==> config.mk <==
export PLATFORM = sky130hd
export DESIGN_NAME = cmvm_mac
export DESIGN_NICKNAME = d
export VERILOG_FILES = /design/src/rtl/cmvm_pkg.sv /design/src/rtl/cmvm_mac.sv
export SDC_FILE = /design/constraint.sdc
export NUM_CORES = 2
export LEC_CHECK = 0
export ABC_AREA = 0
export BUFFER_PORTS_ARGS = -buffer_cell sky130_fd_sc_hd__buf_2
export CAP_MARGIN = 10
export CORE_UTILIZATION = 40
export CTS_CLUSTER_SIZE = 20
export DETAILED_ROUTE_END_ITERATION = 10
export GPL_ROUTABILITY_DRIVEN = 0
export HOLD_SLACK_MARGIN = 0.03
export PLACE_DENSITY = 0.59
export SLEW_MARGIN = 30
export SYNTH_ARGS = -nofsm -noshare
export SYNTH_HDL_FRONTEND = slang
export SYNTH_SLANG_ARGS = --single-unit
==> constraint.sdc <==
create_clock -name aclk -period 9.7 [get_ports aclk]
set_input_delay 1.455 -clock aclk [delete_from_list [all_inputs] [get_ports aclk]]
set_output_delay 1.455 -clock aclk [all_outputs]
set_load 0.02 [all_outputs]
==> src/rtl/cmvm_pkg.sv <==
`timescale 1ns / 1ps

package cmvm_pkg;

    // Widths of the loaded parts, the products and the exact row sums.
    localparam int VAL_W  = 16;
    localparam int PROD_W = 32;
    localparam int SUM_W  = 37;
    localparam int CNT_W  = 5;
    localparam int IDX_W  = 4;
    localparam int CFG_IDX_W = 2;

    // Action codes of an input word.
    localparam logic [1:0] ACT_LOAD_MATRIX = 2'd0;
    localparam logic [1:0] ACT_LOAD_VECTOR = 2'd1;
    localparam logic [1:0] ACT_COMPUTE     = 2'd2;

    // Configuration register indexes.
    localparam logic [CFG_IDX_W-1:0] CFG_ROWS_IN_USE = 2'd0;
    localparam logic [CFG_IDX_W-1:0] CFG_COLS_IN_USE = 2'd1;

    // One complex Q1.14 element.
    typedef struct packed {
        logic signed [VAL_W-1:0] re;
        logic signed [VAL_W-1:0] im;
    } cplx_t;

    // Control of the shared complex multiply-accumulate unit.
    typedef struct packed {
        logic clear;
        logic mul_en;
        logic acc_en;
    } mac_ctrl_t;

endpackage

==> src/rtl/cmvm_mac.sv <==
`timescale 1ns / 1ps

module cmvm_mac (
    input  logic                                aclk,
    input  cmvm_pkg::mac_ctrl_t                 ctrl,
    input  cmvm_pkg::cplx_t                     a,
    input  cmvm_pkg::cplx_t                     b,
    output logic signed [cmvm_pkg::SUM_W-1:0]   acc_re,
    output logic signed [cmvm_pkg::SUM_W-1:0]   acc_im
);

    logic signed [cmvm_pkg::PROD_W-1:0] p_rr_reg;
    logic signed [cmvm_pkg::PROD_W-1:0] p_ii_reg;
    logic signed [cmvm_pkg::PROD_W-1:0] p_ri_reg;
    logic signed [cmvm_pkg::PROD_W-1:0] p_ir_reg;
    logic signed [cmvm_pkg::SUM_W-1:0]  acc_re_reg;
    logic signed [cmvm_pkg::SUM_W-1:0]  acc_im_reg;

    // The four partial products of one complex multiply are registered.
    always_ff @(posedge aclk) begin
        if (ctrl.mul_en) begin
            p_rr_reg <= cmvm_pkg::PROD_W'(a.re) * cmvm_pkg::PROD_W'(b.re);
            p_ii_reg <= cmvm_pkg::PROD_W'(a.im) * cmvm_pkg::PROD_W'(b.im);
            p_ri_reg <= cmvm_pkg::PROD_W'(a.re) * cmvm_pkg::PROD_W'(b.im);
            p_ir_reg <= cmvm_pkg::PROD_W'(a.im) * cmvm_pkg::PROD_W'(b.re);
        end
    end

    // The accumulators keep the exact sum, so they never overflow.
    always_ff @(posedge aclk) begin
        if (ctrl.clear) begin
            acc_re_reg <= '0;
            acc_im_reg <= '0;
        end else if (ctrl.acc_en) begin
            acc_re_reg <= acc_re_reg + cmvm_pkg::SUM_W'(p_rr_reg)
                          - cmvm_pkg::SUM_W'(p_ii_reg);
            acc_im_reg <= acc_im_reg + cmvm_pkg::SUM_W'(p_ri_reg)
                          + cmvm_pkg::SUM_W'(p_ir_reg);
        end
    end

    assign acc_re = acc_re_reg;
    assign acc_im = acc_im_reg;

endmodule

==> results.cfg <==
[clock_tree]
cts.root.buffer_cell = clkbuf_16
numCtsBuffers = 27
clkSlewWorstSetupHoldPaths_ns = 0.05
clock_tree.buffer_depth = 3
cts_htree_levels = 1
clock-sinks = 202
worstSkewPairLatency_ns = 0.57
cts_resized = 0
cts_hold_repair.buffers = 0
cts_tree = yes
postCtsSetupRepairBufs = 0

[grt]
gr-total-overflow = 0
grt_max_degree = 66
grt.total_usage = 0.2108
antenna_violations_before_repair = 14
first_global_vias = 38020
first_pass_grt_wire_length_um = 209200

[timing]
timing.final.setup_violations = 0
achievable-frequency_mhz = 127.2
finalHoldViolations = 0
fin_crit_sh = 0.8107
timing.max_slew.rel_slack = 0.3512
period_needed_ns = 7.864
maxSlewViolCount = 0
finalClockSkew_ns = 0.009806
actual_slew_at_the_worst_max_slew_pin_ns = 0.9732
unrepaired_setup_endpoints_after_global_routing = no
fin_setup_tns_ns = 0
holdWs_ns = 0.4935

[place]
io_buffers = 141
dpl.hpwl_um = 104300

[yosys]
synth_edf_count = 128
yosys_register_bits = 202
synthFlopType = edfxtp_1
netlist_area_mm2 = 0.05088
syn_inst = 5404
netlist_top_cells_count = inv_1 (1307), fa_1 (1121), nand2_1 (563)
mappedNetlistNets = 6993
syn-mean-instance-area_um2 = 9.416
yosys.cell_count.top_type = inv_1
synth_top_cell_by_area = fa_1
yosys.area.top_type_share = 0.4410
synth_sequential_area_ratio = 0.1047
synth_async_sr_flop_share = 0
synthTopCellsByArea = fa_1 (44%), ha_1 (9.8%), inv_1 (9.6%)
synth.distinct_cells = 75
yosysWarningCount = 0

[floorplan]
dieWidth_um = 358.7
design.die.area_mm2 = 0.1286
floorplan.rows = 130
core_mm2 = 0.1259
initial_core_util = 0.4042
num_io_pins = 142
dieHeight_um = 358.7

[cells_and_area]
final_util = 0.4284
post_route_cells_drive_above_1_share = 0.04239
num-nets-final = 6971
area_delta_synth_final_pct = 5.983

[setup_path]
r2r_start = acc_re[2]$_SDFFE_PP0P_
worst-path-max-fanout = 22
kind_of_launch_point_of_the_worst_setup_path = input pin
required_ns = 10.00
cp.arrival_ns = 8.17
crit_type = in -> reg
critPathCaptureType = register
critPathLaunch = a[31]

[detailed_routing]
drtAntennaViolNets = 0
drc = 0
postRouteWirelength_um = 129900
routed_via_density = 5.033
num_vias = 35500
dr.first_iter.drc_count = 2155
avg_wl_per_cell_um = 18.42
number_of_search_and_repair_iterations_in_the_first_detailed_routing_pass = 5

[run]
timing.max_cap.violations = 0

[status]
status = complete, no violations

[worst_hold_path]
min-delay-start = acc_im[0]$_SDFFE_PP0P_
min-delay-path-class = reg -> reg
metal layers:
| layer | global-route usage | vias up | wire [um] |
|---|---|---|---|
| met5 | 0 | - | 104 |
| met4 | 0.06229 | 16 | 4075 |
| met3 | 0.03731 | 174 | 8051 |
| met2 | 0.3443 | 816 | 60560 |
| met1 | 0.2857 | 18400 | 57090 |
| li1 | - | 16090 | - |
kinds of logic (layout without fill, tap and decap cells):
| logic type | after synthesis | in the layout | share of synthesized area |
|---|---|---|---|
| buffers and inverters | 1529 | 1527 | 0.1128 |
| adder cells (fa/ha/maj) | 1521 | 1521 | 0.5394 |
| AND/OR/NAND/NOR | 1426 | 1426 | 0.1382 |
| AO/OA/AOI/OAI | 489 | 489 | 0.06305 |
| flip-flops | 202 | 202 | 0.1047 |
| XOR/XNOR | 200 | 200 | 0.03443 |
| multiplexers | 37 | 37 | 0.007475 |
| other | 0 | 1 | 0 |
final timing paths:
check	slack [ns]	to	depth (start not counted)
min	0.49	acc_im[0]$_SDFFE_PP0P_	2
max	1.84	p_ri_reg[31]$_DFFE_PP_	21
min reg2reg	0.49	acc_im[0]$_SDFFE_PP0P_	2
max reg2reg	5.45	acc_re[36]$_SDFFE_PP0P_	15
area by class of cell:
cell class              count  area, um^2
inverters                1309        4913
clock inverters            13       135.1
repair buffers            169       927.1
multi-input cells        3673       39820
fillers                 12470       71970
clock buffers              36       740.7
flip-flops and latches    202        5325
well taps                1650        2064
diodes                      1       2.502
placed cells by master, fill, tap and decap left out, types with 7 or more instances in the layout:
| master | instances |
|---|---|
| a211oi_1 | 24 |
| a21o_1 | 78 |
| a21oi_1 | 157 |
| a31oi_1 | 11 |
| and2_1 | 498 |
| and3_1 | 16 |
| buf_2 | 138 |
| buf_4 | 30 |
| clkbuf_1 | 7 |
| clkbuf_16 | 28 |
| dfxtp_1 | 74 |
| edfxtp_1 | 128 |
| fa_1 | 1121 |
| ha_1 | 400 |
| inv_1 | 1307 |
| mux2i_1 | 35 |
| nand2_1 | 563 |
| nand2b_1 | 38 |
| nand3_1 | 29 |
| nand4_1 | 10 |
| nor2_1 | 188 |
| nor2b_1 | 20 |
| nor3_1 | 23 |
| nor3b_1 | 7 |
| o211ai_1 | 8 |
| o21a_1 | 24 |
| o21ai_0 | 70 |
| o21bai_1 | 30 |
| o22ai_1 | 7 |
| o31ai_1 | 8 |
| or3_1 | 11 |
| xnor2_1 | 153 |
| xor2_1 | 47 |
worst max-delay path, cell delays in order:
cell and delay, ns:
buf_2 0.53, nand2_1 0.21, inv_1 0.17, fa_1 0.56
fa_1 0.89, fa_1 0.52, fa_1 0.50, fa_1 0.49
inv_1 0.05, fa_1 0.47, inv_1 0.04, ha_1 0.37
a21o_1 0.20, a21o_1 0.17, a21o_1 0.18, a221oi_1 0.32
a211oi_1 0.12, or4_1 0.44, a31o_1 0.22, a21oi_1 0.17
xnor2_1 0.08
through the flow:
step           cell area [um^2]  setup WS, ns  cells
2_1_floorplan             50880         1.941   5404
3_3_place_gp              53050         1.338   7003
3_5_place_dp              53050         1.263   7003
4_1_cts                   53930         1.871   7052
5_1_grt                   53930         1.471   7052
6_report                  53930         1.836   7053
Power is not shown: default switching activity piles up to over one toggle a cycle in this logic, so the estimate is an artifact.
